<file path="config.mk">
export PLATFORM = sky130hd
export DESIGN_NAME = polyline_uniform_resampler_core
export DESIGN_NICKNAME = d
export VERILOG_FILES = /design/src/plrs_pkg.sv /design/src/plrs_div.sv /design/src/plrs_datapath.sv /design/src/plrs_ctrl.sv /design/src/polyline_uniform_resampler_core.sv
export SDC_FILE = /design/constraint.sdc
export NUM_CORES = 1
export LEC_CHECK = 0
export ABC_AREA = 0
export CAP_MARGIN = 10
export CORE_MARGIN = 3
export CORE_UTILIZATION = 35
export CTS_BUF_LIST = sky130_fd_sc_hd__clkbuf_8
export DETAILED_ROUTE_END_ITERATION = 10
export DONT_BUFFER_PORTS = 1
export HOLD_SLACK_MARGIN = 0.08
export PLACE_DENSITY = 0.5
export SETUP_SLACK_MARGIN = 0.15
export SYNTH_ARGS = -nofsm -noshare
export SYNTH_HDL_FRONTEND = slang
export SYNTH_SLANG_ARGS = --single-unit
</file>
<file path="constraint.sdc">
create_clock -name clk -period 9.85 [get_ports clk]
set_clock_uncertainty 0.1 [all_clocks]
set_input_delay 2.955 -clock clk [delete_from_list [all_inputs] [get_ports clk]]
set_output_delay 2.955 -clock clk [all_outputs]
set_load 0.01 [all_outputs]
</file>
<file path="src/plrs_pkg.sv">
// Shared constants, command and status types for the polyline resampler.
// No dependencies; imported by every module of the block.
package plrs_pkg;

  localparam int COORD_BITS    = 10;
  localparam int FIELD_BITS    = 10;
  localparam int MAX_SAMPLES   = 64;
  localparam int SPACING_BITS  = 8;
  localparam int FRAC_BITS     = 6;
  localparam int OUT_BITS      = 16;
  localparam int IN_DATA_BITS  = 24;
  localparam int OUT_DATA_BITS = 32;

  // count must also hold the clamp probe MAX_SAMPLES+1
  localparam int CNT_BITS      = $clog2(MAX_SAMPLES + 2);
  localparam int STEP_BITS     = $clog2(CNT_BITS + 1);
  localparam int DIV_BITS      = COORD_BITS + FRAC_BITS;
  localparam int DIV_CNT_BITS  = $clog2(DIV_BITS + 1);
  localparam int LEN_BITS      = CNT_BITS + SPACING_BITS;
  localparam int SQ_BITS       = 2 * LEN_BITS;
  localparam int DIST_BITS     = 2 * COORD_BITS + 1;

  localparam logic [SPACING_BITS-1:0] SPACING_RESET = SPACING_BITS'(5);
  localparam logic [CNT_BITS-1:0]     CLAMP_PROBE   = CNT_BITS'(MAX_SAMPLES + 1);
  localparam logic [CNT_BITS-1:0]     MAX_COUNT     = CNT_BITS'(MAX_SAMPLES);

  localparam logic KIND_POINT = 1'b0;
  localparam logic KIND_END   = 1'b1;

  typedef struct packed {
    logic load;        // capture input item
    logic sq_x;        // dist2 = dx^2
    logic sq_y;        // dist2 += dy^2
    logic srch_init;   // clear count search
    logic srch_mul;    // len = cand * spacing
    logic srch_cmp;    // len^2 <= dist2 ?
    logic div_start;   // load divider
    logic div_sel_y;   // divider operand select
    logic div_step;    // one quotient bit
    logic latch_x;     // keep x quotient/remainder
    logic latch_y;     // keep y quotient/remainder, reset accumulators
    logic emit;        // write interpolated sample to output register
    logic emit_end;    // write stored point to output register
  } cmd_t;

  typedef struct packed {
    logic have_prev;
    logic srch_last;
    logic n_zero;
    logic div_done;
    logic emit_last;
    logic out_free;
  } stat_t;

endpackage

</file>
<file path="src/plrs_div.sv">
// Restoring divider, one quotient bit per cycle while step is asserted.
// Depends on plrs_pkg; used by plrs_datapath.
module plrs_div
  import plrs_pkg::*;
(
  input  logic                clk,
  input  logic                rst,
  input  logic                start,
  input  logic                step,
  input  logic [DIV_BITS-1:0] dividend,
  input  logic [CNT_BITS-1:0] divisor,
  output logic [DIV_BITS-1:0] quotient,
  output logic [CNT_BITS-1:0] remainder,
  output logic                done
);

  logic [DIV_BITS-1:0]     dq;
  logic [CNT_BITS-1:0]     rem;
  logic [DIV_CNT_BITS-1:0] cnt;
  logic [CNT_BITS:0]       trial;
  logic                    fits;

  assign trial = {rem, dq[DIV_BITS-1]};
  assign fits  = trial >= {1'b0, divisor};

  always_ff @(posedge clk) begin
    if (rst) begin
      cnt <= '0;
    end else if (start) begin
      cnt <= DIV_CNT_BITS'(DIV_BITS);
    end else if (step && cnt != '0) begin
      cnt <= cnt - 1'b1;
    end
  end

  always_ff @(posedge clk) begin
    if (start) begin
      dq  <= dividend;
      rem <= '0;
    end else if (step && cnt != '0) begin
      dq  <= {dq[DIV_BITS-2:0], fits};
      rem <= fits ? CNT_BITS'(trial - {1'b0, divisor}) : trial[CNT_BITS-1:0];
    end
  end

  assign quotient  = dq;
  assign remainder = rem;
  assign done      = (cnt == '0);

endmodule

</file>
<file path="src/plrs_datapath.sv">
// Datapath: stored point, distance, count search, divider and sample accumulators.
// Depends on plrs_pkg and plrs_div; driven by plrs_ctrl commands.
module plrs_datapath
  import plrs_pkg::*;
(
  input  logic                    clk,
  input  logic                    rst,
  input  logic                    cfg_wr_en,
  input  logic [SPACING_BITS-1:0] cfg_wr_data,
  input  logic                    kind,
  input  logic [FIELD_BITS-1:0]   point_x,
  input  logic [FIELD_BITS-1:0]   point_y,
  input  cmd_t                    cmd,
  output stat_t                   stat,
  input  logic                    out_ready,
  output logic                    out_valid,
  output logic [OUT_BITS-1:0]     out_x,
  output logic [OUT_BITS-1:0]     out_y,
  output logic                    out_last,
  output logic                    out_clamped
);

  logic [SPACING_BITS-1:0] spacing;
  logic [COORD_BITS-1:0]   prev_x, prev_y;
  logic                    have_prev;
  logic [COORD_BITS-1:0]   base_x, base_y;
  logic [COORD_BITS-1:0]   mag_x, mag_y;
  logic                    sgn_x, sgn_y;
  logic [DIST_BITS-1:0]    dist2;

  logic [COORD_BITS-1:0]   px, py;
  logic [COORD_BITS:0]     dx, dy;
  logic [COORD_BITS-1:0]   sq_op;
  logic [2*COORD_BITS-1:0] sq;

  // count search
  logic [STEP_BITS-1:0]    step;
  logic [CNT_BITS-1:0]     n;
  logic                    clamped;
  logic [CNT_BITS-1:0]     cand;
  logic [LEN_BITS-1:0]     len;
  logic [SQ_BITS-1:0]      len_sq;
  logic                    pass;

  // divider
  logic [DIV_BITS-1:0]     div_q;
  logic [CNT_BITS-1:0]     div_r;
  logic                    div_done;
  logic [DIV_BITS-1:0]     dividend;

  // sample accumulators
  logic [DIV_BITS-1:0]     quo_x, quo_y, acc_x, acc_y;
  logic [CNT_BITS-1:0]     rmd_x, rmd_y, racc_x, racc_y;
  logic [CNT_BITS-1:0]     j;
  logic [CNT_BITS:0]       rsum_x, rsum_y;
  logic                    wrap_x, wrap_y;
  logic [DIV_BITS-1:0]     off_x, off_y;
  logic [DIV_BITS-1:0]     samp_x, samp_y;

  assign px = COORD_BITS'(point_x);
  assign py = COORD_BITS'(point_y);
  assign dx = {1'b0, px} - {1'b0, prev_x};
  assign dy = {1'b0, py} - {1'b0, prev_y};

  always_ff @(posedge clk) begin
    if (rst) begin
      spacing <= SPACING_RESET;
    end else if (cfg_wr_en) begin
      spacing <= cfg_wr_data;
    end
  end

  // stored key point
  always_ff @(posedge clk) begin
    if (rst) begin
      prev_x    <= '0;
      prev_y    <= '0;
      have_prev <= 1'b0;
    end else if (cmd.load) begin
      if (kind == KIND_END) begin
        prev_x    <= '0;
        prev_y    <= '0;
        have_prev <= 1'b0;
      end else begin
        prev_x    <= px;
        prev_y    <= py;
        have_prev <= 1'b1;
      end
    end
  end

  always_ff @(posedge clk) begin
    if (cmd.load) begin
      base_x <= prev_x;
      base_y <= prev_y;
      sgn_x  <= dx[COORD_BITS];
      sgn_y  <= dy[COORD_BITS];
      mag_x  <= dx[COORD_BITS] ? COORD_BITS'(-dx) : dx[COORD_BITS-1:0];
      mag_y  <= dy[COORD_BITS] ? COORD_BITS'(-dy) : dy[COORD_BITS-1:0];
    end
  end

  // squared distance: dx^2, then dy^2 added, sharing one multiplier
  assign sq_op = cmd.sq_y ? mag_y : mag_x;
  assign sq    = sq_op * sq_op;

  always_ff @(posedge clk) begin
    if (cmd.sq_x) begin
      dist2 <= DIST_BITS'(sq);
    end else if (cmd.sq_y) begin
      dist2 <= dist2 + DIST_BITS'(sq);
    end
  end

  // count search: clamp probe first, then one count bit per step, MSB first
  assign cand   = (step == '0) ? CLAMP_PROBE
                               : (n | (CNT_BITS'(1) << (CNT_BITS - int'(step))));
  assign len_sq = len * len;
  assign pass   = len_sq <= SQ_BITS'(dist2);

  always_ff @(posedge clk) begin
    if (cmd.srch_mul) begin
      len <= LEN_BITS'(cand) * LEN_BITS'(spacing);
    end
  end

  always_ff @(posedge clk) begin
    if (cmd.srch_init) begin
      step    <= '0;
      n       <= '0;
      clamped <= 1'b0;
    end else if (cmd.srch_cmp) begin
      step <= step + 1'b1;
      if (step == '0) begin
        clamped <= pass;
      end else if (pass && cand <= MAX_COUNT) begin
        n <= cand;
      end
    end
  end

  assign dividend = cmd.div_sel_y ? {mag_y, FRAC_BITS'(0)} : {mag_x, FRAC_BITS'(0)};

  plrs_div u_div (
    .clk       (clk),
    .rst       (rst),
    .start     (cmd.div_start),
    .step      (cmd.div_step),
    .dividend  (dividend),
    .divisor   (n),
    .quotient  (div_q),
    .remainder (div_r),
    .done      (div_done)
  );

  always_ff @(posedge clk) begin
    if (cmd.latch_x) begin
      quo_x <= div_q;
      rmd_x <= div_r;
    end
    if (cmd.latch_y) begin
      quo_y <= div_q;
      rmd_y <= div_r;
    end
  end

  // running j*|d|*64/n as quotient plus remainder
  assign rsum_x = {1'b0, racc_x} + {1'b0, rmd_x};
  assign rsum_y = {1'b0, racc_y} + {1'b0, rmd_y};
  assign wrap_x = rsum_x >= {1'b0, n};
  assign wrap_y = rsum_y >= {1'b0, n};

  always_ff @(posedge clk) begin
    if (cmd.latch_y) begin
      j      <= '0;
      acc_x  <= '0;
      acc_y  <= '0;
      racc_x <= '0;
      racc_y <= '0;
    end else if (cmd.emit) begin
      j      <= j + 1'b1;
      acc_x  <= acc_x + quo_x + DIV_BITS'(wrap_x);
      acc_y  <= acc_y + quo_y + DIV_BITS'(wrap_y);
      racc_x <= wrap_x ? CNT_BITS'(rsum_x - {1'b0, n}) : rsum_x[CNT_BITS-1:0];
      racc_y <= wrap_y ? CNT_BITS'(rsum_y - {1'b0, n}) : rsum_y[CNT_BITS-1:0];
    end
  end

  // truncation toward zero: negate the magnitude quotient
  assign off_x  = sgn_x ? (DIV_BITS'(0) - acc_x) : acc_x;
  assign off_y  = sgn_y ? (DIV_BITS'(0) - acc_y) : acc_y;
  assign samp_x = {base_x, FRAC_BITS'(0)} + off_x;
  assign samp_y = {base_y, FRAC_BITS'(0)} + off_y;

  // output register
  always_ff @(posedge clk) begin
    if (rst) begin
      out_valid <= 1'b0;
    end else if (cmd.emit || cmd.emit_end) begin
      out_valid <= 1'b1;
    end else if (out_ready) begin
      out_valid <= 1'b0;
    end
  end

  always_ff @(posedge clk) begin
    if (cmd.emit) begin
      out_x       <= OUT_BITS'(samp_x);
      out_y       <= OUT_BITS'(samp_y);
      out_last    <= (j == n - 1'b1);
      out_clamped <= clamped;
    end else if (cmd.emit_end) begin
      out_x       <= OUT_BITS'({base_x, FRAC_BITS'(0)});
      out_y       <= OUT_BITS'({base_y, FRAC_BITS'(0)});
      out_last    <= 1'b1;
      out_clamped <= 1'b0;
    end
  end

  assign stat.have_prev = have_prev;
  assign stat.srch_last = (step == STEP_BITS'(CNT_BITS));
  assign stat.n_zero    = (n == '0);
  assign stat.div_done  = div_done;
  assign stat.emit_last = (j == n - 1'b1);
  assign stat.out_free  = !out_valid || out_ready;

endmodule

</file>
<file path="src/plrs_ctrl.sv">
// Sequencer for the resampler: steps the datapath through each item.
// Depends on plrs_pkg; talks to plrs_datapath by cmd_t / stat_t only.
module plrs_ctrl
  import plrs_pkg::*;
(
  input  logic  clk,
  input  logic  rst,
  input  logic  in_valid,
  input  logic  in_kind,
  output logic  in_ready,
  input  stat_t stat,
  output cmd_t  cmd
);

  typedef enum logic [8:0] {
    ST_IDLE    = 9'b000000001,
    ST_SQ_X    = 9'b000000010,
    ST_SQ_Y    = 9'b000000100,
    ST_S_MUL   = 9'b000001000,
    ST_S_CMP   = 9'b000010000,
    ST_DIV_X   = 9'b000100000,
    ST_DIV_Y   = 9'b001000000,
    ST_EMIT    = 9'b010000000,
    ST_END_OUT = 9'b100000000
  } state_t;

  state_t state, state_next;

  always_ff @(posedge clk) begin
    if (rst) begin
      state <= ST_IDLE;
    end else begin
      state <= state_next;
    end
  end

  always_comb begin
    state_next = state;
    cmd        = '0;
    in_ready   = 1'b0;
    case (state)
      ST_IDLE: begin
        in_ready = 1'b1;
        if (in_valid) begin
          cmd.load = 1'b1;
          if (stat.have_prev) begin
            state_next = (in_kind == KIND_END) ? ST_END_OUT : ST_SQ_X;
          end
        end
      end
      ST_SQ_X: begin
        cmd.sq_x   = 1'b1;
        state_next = ST_SQ_Y;
      end
      ST_SQ_Y: begin
        cmd.sq_y      = 1'b1;
        cmd.srch_init = 1'b1;
        state_next    = ST_S_MUL;
      end
      ST_S_MUL: begin
        cmd.srch_mul = 1'b1;
        state_next   = ST_S_CMP;
      end
      ST_S_CMP: begin
        cmd.srch_cmp = 1'b1;
        if (stat.srch_last) begin
          cmd.div_start = 1'b1;
          state_next    = ST_DIV_X;
        end else begin
          state_next = ST_S_MUL;
        end
      end
      ST_DIV_X: begin
        if (stat.n_zero) begin
          state_next = ST_IDLE;
        end else if (stat.div_done) begin
          cmd.latch_x   = 1'b1;
          cmd.div_start = 1'b1;
          cmd.div_sel_y = 1'b1;
          state_next    = ST_DIV_Y;
        end else begin
          cmd.div_step = 1'b1;
        end
      end
      ST_DIV_Y: begin
        if (stat.div_done) begin
          cmd.latch_y = 1'b1;
          state_next  = ST_EMIT;
        end else begin
          cmd.div_step = 1'b1;
        end
      end
      ST_EMIT: begin
        if (stat.out_free) begin
          cmd.emit = 1'b1;
          if (stat.emit_last) begin
            state_next = ST_IDLE;
          end
        end
      end
      ST_END_OUT: begin
        if (stat.out_free) begin
          cmd.emit_end = 1'b1;
          state_next   = ST_IDLE;
        end
      end
      default: begin
        state_next = ST_IDLE;
      end
    endcase
  end

endmodule

</file>
<file path="src/polyline_uniform_resampler_core.sv">
// Top level of the polyline uniform resampler: sequencer plus datapath.
// Depends on plrs_pkg, plrs_ctrl, plrs_datapath (and plrs_div below it).
//
// Channel   Dir  Signals                         Payload (low bit up)
// s_axis    in   tvalid/tready/tdata/tuser       tdata: point_x, point_y; tuser: kind
// m_axis    out  tvalid/tready/tdata/tlast/tuser tdata: sample_x, sample_y;
//                                                tlast: last_of_run; tuser: count_clamped
// cfg       in   cfg_wr_en/cfg_wr_data           sample_spacing, no read-back
//
// A first key point or a bare end item is only taken in; an end with a stored point
// also emits that point. Segment item: accept, squares of dx and dy, count search (8 probes,
// multiply then compare each, one squarer), the shared bit-serial divider (x then y), then
// n samples, one per cycle while the output is free. n = 0 ends after the search.
// One item at a time; the output register lets the last sample wait while
// the next item is taken. m_axis stalls simply freeze sample generation.
// Reset (rst, sync): no stored point, spacing 5, output empty.
module polyline_uniform_resampler_core
  import plrs_pkg::*;
(
  input  logic                     clk,
  input  logic                     rst,
  // configuration
  input  logic                     cfg_wr_en,
  input  logic [SPACING_BITS-1:0]  cfg_wr_data,     // sample_spacing
  // key point input
  input  logic                     s_axis_tvalid,
  output logic                     s_axis_tready,
  input  logic [IN_DATA_BITS-1:0]  s_axis_tdata,    // point_x[9:0], point_y[19:10], pad
  input  logic                     s_axis_tuser,    // kind
  // sample output
  output logic                     m_axis_tvalid,
  input  logic                     m_axis_tready,
  output logic [OUT_DATA_BITS-1:0] m_axis_tdata,    // sample_x[15:0], sample_y[31:16]
  output logic                     m_axis_tlast,    // last_of_run
  output logic                     m_axis_tuser     // count_clamped
);

  cmd_t  cmd;
  stat_t stat;

  logic                in_valid;
  logic [OUT_BITS-1:0] out_x, out_y;

  // only the handshake qualifies the sequencer's view of the input
  assign in_valid = s_axis_tvalid;

  plrs_ctrl u_ctrl (
    .clk      (clk),
    .rst      (rst),
    .in_valid (in_valid),
    .in_kind  (s_axis_tuser),
    .in_ready (s_axis_tready),
    .stat     (stat),
    .cmd      (cmd)
  );

  plrs_datapath u_dp (
    .clk         (clk),
    .rst         (rst),
    .cfg_wr_en   (cfg_wr_en),
    .cfg_wr_data (cfg_wr_data),
    .kind        (s_axis_tuser),
    .point_x     (s_axis_tdata[FIELD_BITS-1:0]),
    .point_y     (s_axis_tdata[2*FIELD_BITS-1:FIELD_BITS]),
    .cmd         (cmd),
    .stat        (stat),
    .out_ready   (m_axis_tready),
    .out_valid   (m_axis_tvalid),
    .out_x       (out_x),
    .out_y       (out_y),
    .out_last    (m_axis_tlast),
    .out_clamped (m_axis_tuser)
  );

  assign m_axis_tdata = {out_y, out_x};

`ifndef SYNTHESIS
  // sequencer never overwrites a sample that is still waiting
  a_emit_into_free: assert property (@(posedge clk) disable iff (rst)
    (cmd.emit || cmd.emit_end) |-> stat.out_free)
    else $error("sample written while output register busy");

  // the last sample of a segment returns the block to accepting items
  a_last_then_ready: assert property (@(posedge clk) disable iff (rst)
    (cmd.emit && stat.emit_last) |=> s_axis_tready)
    else $error("not ready after final sample of a segment");

  // the y division only completes for a nonzero segment count
  a_div_nonzero: assert property (@(posedge clk) disable iff (rst)
    cmd.latch_y |-> !stat.n_zero)
    else $error("division finished with zero count");
`endif

endmodule

</file>
== Word level (Yosys, flattened, before mapping) ==
Cells that the tools add are included.
Widths: inputs -> output; s select.

* Add/subtract/negate cells: 23
* Multipliers: 3
* Divide/modulo/power cells: 0
* Magnitude comparators: 5
* Eq/ne operators: 18
* Shift operators: 1
* Muxes and demuxes: 60
* Bitwise gates (word level): 2
* Reductions and logical operators: 17

{| class="wikitable"
|+ Operators with widths
! kind !! count
|-
| $mux 16 || 9
|-
| $mux 9 || 9
|-
| $pmux 9 s9 || 1
|-
| $add 16x16->16 || 4
|-
| $mux 10 || 5
|-
| $mux 20 || 2
|-
| $add 16x1->16 || 2
|-
| $shl 1x32->7 const A || 1
|-
| $sub 1x16->16 const A || 2
|-
| $le 30x21->1 || 1
|-
| $mul 15x15->30 || 1
|-
| $mux 7 || 4
|-
| $ge 8x7->1 || 3
|-
| $mux 1 || 22
|-
| $sub 10x10->11 || 2
|-
| $add 21x20->21 || 1
|-
| $sub 7x7->7 || 3
|-
| $mul 10x10->20 || 1
|-
| $neg 10->10 || 2
|-
| $add 7x7->8 || 2
|-
| $mul 7x8->15 || 1
|-
| $mux 5 || 2
|-
| $eq 9x1->1 const B || 1
|-
| $eq 9x2->1 const B || 1
|-
| other kinds (36) || 47
|}

* Bits in registers: 289
* Latch bits: 0
* Memory bits (writable): 0
* Bits in read-only memories: 0
* Input port bits: 38
* Output and inout port bits: 36
* Word-level logic and storage cells: 164
* Memories: 0

== Logic depth before layout (Yosys ltp) ==
Gate-level depths: netlist (run 1).

* Word-level depth: 7
* Gate-level depth with buffers: 38
* Gate-level depth less buffers: 36

== By module ==
Synthesis (run 1) repeated with hierarchy kept, for this count alone.

* Cells, all modules: 3019
* Area, all modules: 28562.4 um^2

{| class="wikitable"
|+ By module, submodules not included
! module !! instances !! cells each !! area an instance (um^2) !! seq. area each (um^2)
|-
| plrs_datapath || 1 || 2781 || 26277.7 || 6616.3
|-
| plrs_div || 1 || 155 || 1617.8 || 720.7
|-
| plrs_ctrl || 1 || 83 || 666.9 || 180.2
|}

== Worst setup path before layout (run 1) ==
Ideal clock, no wire load.

* Kind: register to register
* Start point: register u_ctrl.state[6]
* End point: register u_dp.dist2[18], data pin
* Library setup time: 0.270 ns
* Arrival time: 7.675 ns
* Slack: 1.804 ns
* Stages on the path, launching flop included: 36
* Path buffers: 2
* Clock period less this slack: 8.046 ns
* Cell sequence: dfxtp_1 -> clkbuf_1 -> nor3_1 -> nand2_1 -> nor2_1 -> clkbuf_1 -> nand2_1 -> nand2_1 -> inv_1 -> nor2_1 -> inv_1 -> fa_1 -> inv_1 -> ha_1 -> inv_1 -> fa_1 -> inv_1 -> fa_1 -> inv_1 -> fa_1 -> inv_1 -> ha_1 -> o21a_1 -> nor2_1 -> a31oi_1 -> xor2_1 -> ha_1 -> a21o_1 -> a21oi_1 -> nor2_1 -> a221oi_1 -> a211oi_1 -> and4_1 -> a2111oi_1 -> xor2_1 -> a21oi_1

* Word-level cells in the longest chain between the ends: 7
* Elaborated cells between the ends (all ways): 9
* Those cells by class: add/sub: 1; mul: 1; eq/ne: 2; mux: 5

{| class="wikitable"
|+ Ends and longest elaborated chain
! element !! line !! source
|-
| start: declaration || plrs_ctrl.sv:27 || <nowiki>state_t state, state_next;</nowiki>
|-
| start signal: assignment || plrs_ctrl.sv:33 || <nowiki>state <= state_next;</nowiki>
|-
| $eq 9x3->1 || plrs_ctrl.sv:41 || <nowiki>case (state)</nowiki>
|-
| $mux 2 || plrs_ctrl.sv:41 ||
|-
| $mux 10 || plrs_datapath.sv:104 || <nowiki>assign sq_op = cmd.sq_y ? mag_y : mag_x;</nowiki>
|-
| $mul 10x10->20 || plrs_datapath.sv:105 || <nowiki>assign sq = sq_op * sq_op;</nowiki>
|-
| $add 21x20->21 || plrs_datapath.sv:111 || <nowiki>dist2 <= dist2 + DIST_BITS'(sq);</nowiki>
|-
| $mux 20 || plrs_datapath.sv:110 || <nowiki>end else if (cmd.sq_y) begin</nowiki>
|-
| $mux 20 * || plrs_datapath.sv:108 || <nowiki>if (cmd.sq_x) begin</nowiki>
|-
| end signal: assignment || plrs_datapath.sv:109 || <nowiki>dist2 <= DIST_BITS'(sq);</nowiki>
|-
| end signal: assignment || plrs_datapath.sv:111 ||
|-
| end: declaration || plrs_datapath.sv:29 || <nowiki>logic [DIST_BITS-1:0] dist2;</nowiki>
|}

Every way passes the cells marked *; elsewhere a longest branch is shown, timed or not. The select of a mux whose other input is x is not followed.
A chain may end at the register's enable or synchronous reset.

== Worst setup path after layout (run 1) ==
* Start point: register u_dp.len[5]
* End point: register u_dp.n[2]

* Word-level cells in the longest chain between the ends: 4

{| class="wikitable"
|+ Ends and longest elaborated chain
! element !! line !! source
|-
| start: declaration || plrs_datapath.sv:41 || <nowiki>logic [LEN_BITS-1:0] len;</nowiki>
|-
| start signal: assignment || plrs_datapath.sv:123 || <nowiki>len <= LEN_BITS'(cand) * LEN_BITS'(spacing);</nowiki>
|-
| $mul 15x15->30 || plrs_datapath.sv:118 || <nowiki>assign len_sq = len * len;</nowiki>
|-
| $le 30x21->1 || plrs_datapath.sv:119 || <nowiki>assign pass = len_sq <= SQ_BITS'(dist2);</nowiki>
|-
| $logic_and 1x1->1 || plrs_datapath.sv:136 || <nowiki>end else if (pass && cand <= MAX_COUNT) begin</nowiki>
|-
| $reduce_and 3->1 (no line) || n/a ||
|-
| end signal: assignment || plrs_datapath.sv:137 || <nowiki>n <= cand;</nowiki>
|-
| end: declaration || plrs_datapath.sv:38 || <nowiki>logic [CNT_BITS-1:0] n;</nowiki>
|}

No other way between the ends.

==> metrics.csv, run 1 <==
metric,value,unit
initial core utilization,0.357,
Final Non-Filler Cells,4136,
core area,78200,um2
predominant post-synthesis flop cell,edfxtp_1,
post-layout min period,8980,ps
Via density,4.97,
# clock sinks,289,
Yosys reg bits,289,
total grt overflow,0,
antenna violations before repair,2,
number of global-route vias before repair,21200,
largest net degree at the start of global routing,75,
Rows,102,
Die ar.,83200,um2
"Req. time, crit path",10260,ps
status,completed,
htree depth,2,
fmax,111,MHz
drt pass-1 iters,6,
Post-synth EDFFs,173,
Final setup viols,0,
Syn Nets,3637,
Synth Instances,3045,
crit path kind,reg2reg,
reg2reg end,u_dp.n[2]$_SDFFE_PP0P_,
most frequent cell after synthesis,inv_1,
Hold Buf Count CTS,0,
maximum clock path buffer count,3,
crit end category,register,
Nets,3640,
cell mode on critical path,fa_1,
detailed placement HPWL,51500,um
post-synth top area cell,edfxtp_1,
Critical Path Start,u_dp.len[5]$_DFFE_PP_,
number of remaining DRC errors,0,
Clock Latency Late Sink,650,ps
unrepaired setup endpoints after global routing,no,
CP Max Fanout,17,
area delta synth->final,8.52,%
Ports,74,
asr flop ratio synth,0,
relative slew slack,0.222,
Synth Cell Area,27900,um2
I/O Buffers,0,
Die W,288,um
Hold Fails Final Rpt,0,
Synth warnings,0,
master of the slowest instance on the critical path,edfxtp_1,
Routed Antenna Nets,0,
first-pass GRT wire length,109000,um
Worst Setup EP,u_dp.n[2]$_SDFFE_PP0P_,
area of the multi-input gates,18400,um2
total global-route track usage,0.162,
CTS buffer count,55,
final WL,66500,um
Worst Reg2Reg Path Length in Cells,29,
clk slew on worst S/H paths,60,ps
CP Launch Type,register,
fill count,7844,
Yosys cell types,80,
max-cap viol count,0,
via count,20600,
top post-synthesis cells by area,"edfxtp_1 (19%), fa_1 (16%), ha_1 (15%), dfxtp_1 (8.3%), inv_1 (6.0%)",
Wirelength per Cell,16.1,um
dpl cells,4027,
synth cell count leaders,"inv_1 (449), ha_1 (324), nand2_1 (307)",
layout cells sized above 1,0.0475,
Reg area,7520,um2
Final GP Congestion,0.842,
slack of the worst reg-to-reg path,870,ps
HP Class,reg2reg,
max incr delay on CP,810,ps
reg-to-reg critical path startpoint,u_dp.len[5]$_DFFE_PP_,
register area share after synthesis,0.269,
Tightest Pin Transition,1160,ps
CP Data Arrival Time,9380,ps
fin crit share,0.911,
clock root cell,clkbuf_8,
initial DRC count,821,
TritonCTS clock tree,built,
max-slew violations,0,
Die Ht,288,um
setup TNS,0,ps
area share of the largest cell type after synthesis,0.186,
syn_area_per_cell,9.17,um2
worst max-delay path: cells and delay by family (launching register included):
| family | cells | cell delay, ps |
|---|---|---|
| and+or+nand+nor | 6 | 1340 |
| DFF | 1 | 810 |
| buffers and inverters | 3 | 160 |
| adders and majority gates | 8 | 3780 |
| xor gates and xnor gates | 1 | 190 |
| AOI/OAI and AO/OA | 11 | 2510 |
routing by layer:
layer,track usage,part of all wire
met4,0.0393,0.019
met2,0.281,0.48
met1,0.208,0.46
met3,0.0316,0.044
met5,0,0
cell type report:
cell class | count | share of cell area
flip-flops and latches | 289 | 0.248
inverters | 449 | 0.0556
repair buffers | 28 | 0.00694
multi-input cells | 2225 | 0.609
diodes | 3 | 0.000248
clock inverters | 41 | 0.00979
clock buffers | 61 | 0.0277
well taps | 1040 | 0.0430
layout by cell type (no fill, tap or decap), types with 6 or more instances in the layout:
cell type,synthesis,layout
or4_1,8,8
a21o_1,50,50
ha_1,324,324
xnor2_1,144,144
a21boi_0,6,6
inv_1,449,467
and2_1,90,89
fa_1,230,230
xor2_1,68,68
nor3b_1,24,24
a21oi_1,208,208
or3_1,23,23
mux2i_1,29,29
clkinv_2,0,7
nand2b_1,16,16
edfxtp_1,173,173
dfxtp_1,116,116
nand3_1,30,30
nor2_1,257,255
o21ai_1,7,7
a31oi_1,14,14
o31ai_1,20,20
nand4_1,26,26
o21ai_0,96,96
mux2_2,9,9
buf_4,0,28
o21bai_1,30,30
o21a_1,12,12
clkinv_1,0,9
a211oi_1,20,20
nor3_1,39,39
clkbuf_8,0,61
nand2_1,307,307
nor2b_1,27,26
o211ai_1,6,6
o22ai_1,13,13
or2_2,8,8
and3_1,8,8
worst min-delay path by stage:
| stage | startpoint | to | slack [ps] | cells after the start |
|---|---|---|---|---|
| finish | u_dp.racc_y[0]$_SDFFE_PP0P_ | u_dp.racc_y[0]$_SDFFE_PP0P_ | 360 | 2 |
| global route | u_dp.prev_x[3]$_SDFFE_PP0P_ | u_dp.base_x[3]$_DFFE_PP_ | 370 | 0 |
| CTS | u_dp.racc_y[0]$_SDFFE_PP0P_ | u_dp.racc_y[0]$_SDFFE_PP0P_ | 360 | 2 |
| detailed placement | u_dp.prev_y[1]$_SDFFE_PP0P_ | u_dp.base_y[1]$_DFFE_PP_ | 350 | 0 |
| global placement | u_dp.racc_x[0]$_SDFFE_PP0P_ | u_dp.racc_x[0]$_SDFFE_PP0P_ | 350 | 2 |
| floorplan | u_dp.prev_x[1]$_SDFFE_PP0P_ | u_dp.base_x[1]$_DFFE_PP_ | 330 | 0 |
timing repair:
item                       4_1_cts  5_1_grt
setup endpoints to repair        0        4
resized for setup                0        1
setup buffers                    0        4
cells by family after synthesis:
logic type	synth area share
AO/OA/AOI/OAI	0.116
adder cells (fa/ha/maj)	0.310
flip-flops	0.269
AND/OR/NAND/NOR	0.152
multiplexers	0.0148
XOR/XNOR	0.0665
buffers and inverters	0.0714
flip-flops by register name, indices dropped and copies added (netlist names), 9 cells and up:
name,cells
u_dp.dist2,21
u_dp.acc_x,16
u_dp.mag_y,10
u_dp.out_x,16
u_dp.out_y,16
u_dp.quo_x,16
u_dp.base_y,10
u_dp.quo_y,16
u_dp.prev_y,10
u_dp.len,15
u_dp.mag_x,10
u_ctrl.state,9
u_dp.u_div.quotient,16
u_dp.acc_y,16
u_dp.base_x,10
u_dp.prev_x,10
per-stage QoR:
step,utilization,worst slack (ps),hold slack [ps],cell area [um2]
after detailed placement,0.372,771,349,29100
after CTS,0.387,742,358,30300
final,0.387,875,357,30300
after global placement,0.372,793,346,29100
after global routing,0.387,187,367,30300
after floorplan,-,1800,330,27900
Power of run 1 is not shown: default switching activity piles up to over one toggle a cycle in this logic, so the estimate is an artifact.
==> inputs of run 2 (changes only) <==
Settings changed: RECOVER_POWER from default to 25, SKIP_CTS_REPAIR_TIMING from default to 1.
==> metrics.csv, run 2 (synthesis gave the netlist of run 1 again) <==
metric,value,unit
number of global-route vias before repair,21200,
"Req. time, crit path",10240,ps
clock root cell,clkbuf_8,
Wirelength per Cell,16.1,um
CTS buffer count,55,
Rows,102,
crit end category,register,
final instance area,30300,um2
max FFs per register,21,
crit path kind,reg2reg,
Die Ht,288,um
Final GP Congestion,0.842,
number of remaining DRC errors,0,
Nets,3640,
# clock sinks,289,
initial DRC count,838,
Die W,288,um
area delta synth->final,8.44,%
CP Max Fanout,17,
fin crit share,0.911,
Post-DP Area,29100,um2
CP Data Arrival Time,9370,ps
status,finished with violations,
via count,20600,
first-pass GRT wire length,109000,um
antenna violations before repair,2,
worst hold start,u_dp.racc_y[0]$_SDFFE_PP0P_,
Die ar.,83200,um2
violated checks,"max-capacitance violations, max-slew violations",
Hold Fails Final Rpt,0,
Hold Path End,u_dp.racc_y[0]$_SDFFE_PP0P_,
htree depth,2,
fmax,111,MHz
Routed Antenna Nets,0,
total grt overflow,0,
reg-to-reg critical path startpoint,u_dp.len[5]$_DFFE_PP_,
max incr delay on CP,810,ps
max-cap viol count,1,
I/O Buffers,0,
Util after Layout,0.387,
Via density,4.97,
setup ws final,876,ps
Hold Path Depth,2,
Final setup viols,0,
Top reg by flops,u_dp.dist2,
setup TNS,0,ps
master of the slowest instance on the critical path,edfxtp_1,
relative slew slack,-0.0756,
post-layout min period,8970,ps
layout cells sized above 1,0.0459,
clk slew on worst S/H paths,60,ps
core area,78200,um2
initial core utilization,0.357,
total global-route track usage,0.162,
most frequent cells in the layout,"inv_1 (467), ha_1 (324), nand2_1 (307), nor2_1 (255), fa_1 (230)",
max-slew violations,25,
Worst Reg2Reg Path Length in Cells,29,
maximum clock path buffer count,3,
Ports,74,
Placement Setup Slack,771,ps
largest net degree at the start of global routing,75,
cell mode on critical path,fa_1,
Tightest Pin Transition,1610,ps
drt pass-1 iters,5,
HP Class,reg2reg,
detailed placement HPWL,51500,um
CP Launch Type,register,
TritonCTS clock tree,built,
"most common cell after layout, fill and taps aside",inv_1,
reg2reg end,u_dp.n[2]$_SDFFE_PP0P_,
slack of the worst reg-to-reg path,880,ps
Clock Latency Late Sink,650,ps
final WL,66500,um
unrepaired setup endpoints after global routing,no,
[run 2: stage by stage]
stage | hold WS [ps] | std cells
6_report | 356 | 4136
5_1_grt | 367 | 4135
4_1_cts | 358 | 4129
3_5_place_dp | 349 | 4027
3_3_place_gp | 346 | 4027
2_1_floorplan | 330 | 3045
[run 2: area by class of cell]
class	count	area, um2
fillers	7850	48000
inverters	449	1690
diodes	3	7.51
clock buffers	61	840
repair buffers	28	195
flip-flops and latches	289	7520
clock inverters	41	297
well taps	1040	1300
multi-input cells	2225	18400
[run 2: worst max path at each step]
stage,to,slack (ps),cells past startpoint,from
after floorplan,u_dp.dist2[18]$_DFFE_PN_,1800,35,u_ctrl.state[6]$_SDFFE_PP0P_
after global placement,u_dp.n[2]$_SDFFE_PP0P_,790,30,u_dp.len[9]$_DFFE_PP_
after detailed placement,u_dp.dist2[18]$_DFFE_PN_,770,33,u_ctrl.state[5]$_SDFFE_PP0P_
after CTS,u_dp.dist2[18]$_DFFE_PN_,740,33,u_ctrl.state[5]$_SDFFE_PP0P_
after global routing,u_dp.dist2[18]$_DFFE_PN_,200,31,u_ctrl.state[5]$_SDFFE_PP0P_
final,u_dp.n[2]$_SDFFE_PP0P_,880,29,u_dp.len[5]$_DFFE_PP_
[run 2: worst max-delay path, delay by kind of cell, from the launching register on]
kind	cells	cell delay, ps
buf+inv	3	160
fa+ha+maj	8	3770
compound gates	11	2480
xor+xnor	1	180
simple gates	6	1350
flops	1	810
[run 2: routing by layer]
| metal | wire, um | track usage | up-vias |
|---|---|---|---|
| met5 | 0 | 0 | - |
| met4 | 1190 | 0.0393 | 0 |
| met3 | 2970 | 0.0316 | 78 |
| met2 | 32000 | 0.281 | 284 |
| met1 | 30300 | 0.208 | 10000 |
| li1 | - | - | 10200 |
Power of run 2 is left out for the same reason.
==> inputs of run 3 (changes only) <==
Settings changed: SYNTH_HIERARCHICAL from default to 1.
==> metrics.csv, run 3 <==
metric,value,unit
status,finished with violations,
violated checks,"max-capacitance violations, max-slew violations",
first-pass GRT wire length,108000,um
post-layout min period,8860,ps
# clock sinks,289,
Nets,3599,
Wirelength per Cell,15.9,um
Synth Cell Area,28600,um2
crit path kind,reg2reg,
Die Ht,292,um
crit end category,register,
Reg area,7520,um2
fill count,8160,
CTS buffer count,54,
"most common cell after layout, fill and taps aside",inv_1,
max-cap viol count,1,
crit-path leading delay family,adder cells,
area delta synth->final,8.04,%
Hold Fails Final Rpt,0,
htree depth,2,
Final setup viols,0,
cell mode on critical path,fa_1,
Synth warnings,6,
Ports,74,
Routed Antenna Nets,0,
Die ar.,85100,um2
post-synth top area cell,edfxtp_1,
drt pass-1 iters,5,
CP Max Fanout,17,
top post-synthesis cells by area,"edfxtp_1 (18%), fa_1 (16%), ha_1 (14%), dfxtp_1 (8.1%), inv_1 (5.6%)",
final WL,65500,um
fmax,113,MHz
clk slew on worst S/H paths,70,ps
HP Class,reg2reg,
max incr delay on CP,870,ps
Via density,4.96,
max-slew violations,78,
area share of the largest cell type after synthesis,0.182,
Util after Layout,0.383,
most frequent cells in the layout,"inv_1 (441), ha_1 (324), nor2_1 (234), fa_1 (227), nand2_1 (224)",
Clock Latency Late Sink,690,ps
number of remaining DRC errors,0,
CP Buf/Inv Count,4,
asr flop ratio synth,0,
predominant post-synthesis flop cell,edfxtp_1,
Tightest Pin Transition,4120,ps
CP Launch Type,register,
detailed placement HPWL,50800,um
Post-synth EDFFs,173,
Synth Instances,3019,
Top reg by flops,u_dp/dist2,
Die W,292,um
most frequent cell after synthesis,inv_1,
total grt overflow,0,
WHS,325,ps
initial DRC count,921,
total global-route track usage,0.154,
syn_area_per_cell,9.46,um2
Placement Setup Slack,960,ps
register area share after synthesis,0.263,
via count,20400,
setup TNS,0,ps
Yosys reg bits,289,
setup ws final,993,ps
synth cell count leaders,"inv_1 (426), ha_1 (324), nor2_1 (235)",
Rows,104,
max FFs per register,21,
"Req. time, crit path",10300,ps
I/O Buffers,0,
CP Data Arrival Time,9300,ps
Final GP Congestion,0.837,
fin crit share,0.899,
initial core utilization,0.354,
area of the multi-input gates,19100,um2
antenna violations before repair,2,
core area,80700,um2
number of global-route vias before repair,21000,
relative slew slack,-1.74,
master of the slowest instance on the critical path,edfxtp_1,
maximum clock path buffer count,3,
unrepaired setup endpoints after global routing,no,
Yosys cell types,92,
clock root cell,clkbuf_8,
TritonCTS clock tree,built,
layout cells sized above 1,0.0661,
largest net degree at the start of global routing,78,
run 3: cell count changes after synthesis, moves of 10 or more:
cell | previous run | this run
mux2i_1 | 29 | 62
nor2_1 | 257 | 235
o21bai_1 | 30 | 20
o21ai_0 | 96 | 83
nand2_1 | 307 | 224
a211oi_1 | 20 | 31
mux2_2 | 9 | 50
nand3_1 | 30 | 45
a2bb2oi_1 | 0 | 17
xor2_1 | 68 | 57
inv_1 | 449 | 426
a21oi_1 | 208 | 140
nor3b_1 | 24 | 11
run 3: logic make-up after synthesis:
| kind of cell | share of synthesized area |
|---|---|
| AOI/OAI and AO/OA | 0.117 |
| xor gates and xnor gates | 0.0635 |
| adders and majority gates | 0.301 |
| buffers and inverters | 0.0695 |
| DFF | 0.263 |
| muxes | 0.0414 |
| other | 0.000131 |
| and+or+nand+nor | 0.145 |
run 3: through the flow:
stage               cell area (um2)  std cells
floorplan                     28600       3024
global placement              29700       4014
global route                  30900       4117
CTS                           30900       4115
detailed placement            29700       4014
finish                        30900       4119
run 3: path summary, 6_finish.rpt:
check	start	endpoint	slack, ps	depth (start not counted)
max	u_dp/len[5]$_DFFE_PP_	u_dp/clamped$_SDFFE_PP0P_	990	28
min	u_dp/prev_y[8]$_SDFFE_PP0P_	u_dp/base_y[8]$_DFFE_PP_	320	0
max reg2reg	u_dp/len[5]$_DFFE_PP_	u_dp/clamped$_SDFFE_PP0P_	990	28
min reg2reg	u_dp/prev_y[8]$_SDFFE_PP0P_	u_dp/base_y[8]$_DFFE_PP_	320	0
run 3: cell type report:
cell class	count	area share
tap	1060	0.0430
multi-input combinational	2215	0.618
clock buffer	58	0.0259
sequential	289	0.244
antenna	4	0.000324
timing repair buffer	24	0.00547
inverter	426	0.0518
clock inverter	43	0.0116
run 3: metal layers:
layer / share of wire / wire length [um] / track usage
met5: 0 / 0 / 0
met4: 0.025 / 1620 / 0.0434
met3: 0.055 / 3630 / 0.0389
met2: 0.46 / 30100 / 0.256
met1: 0.46 / 30200 / 0.200
Power of run 3 is left out for the same reason.
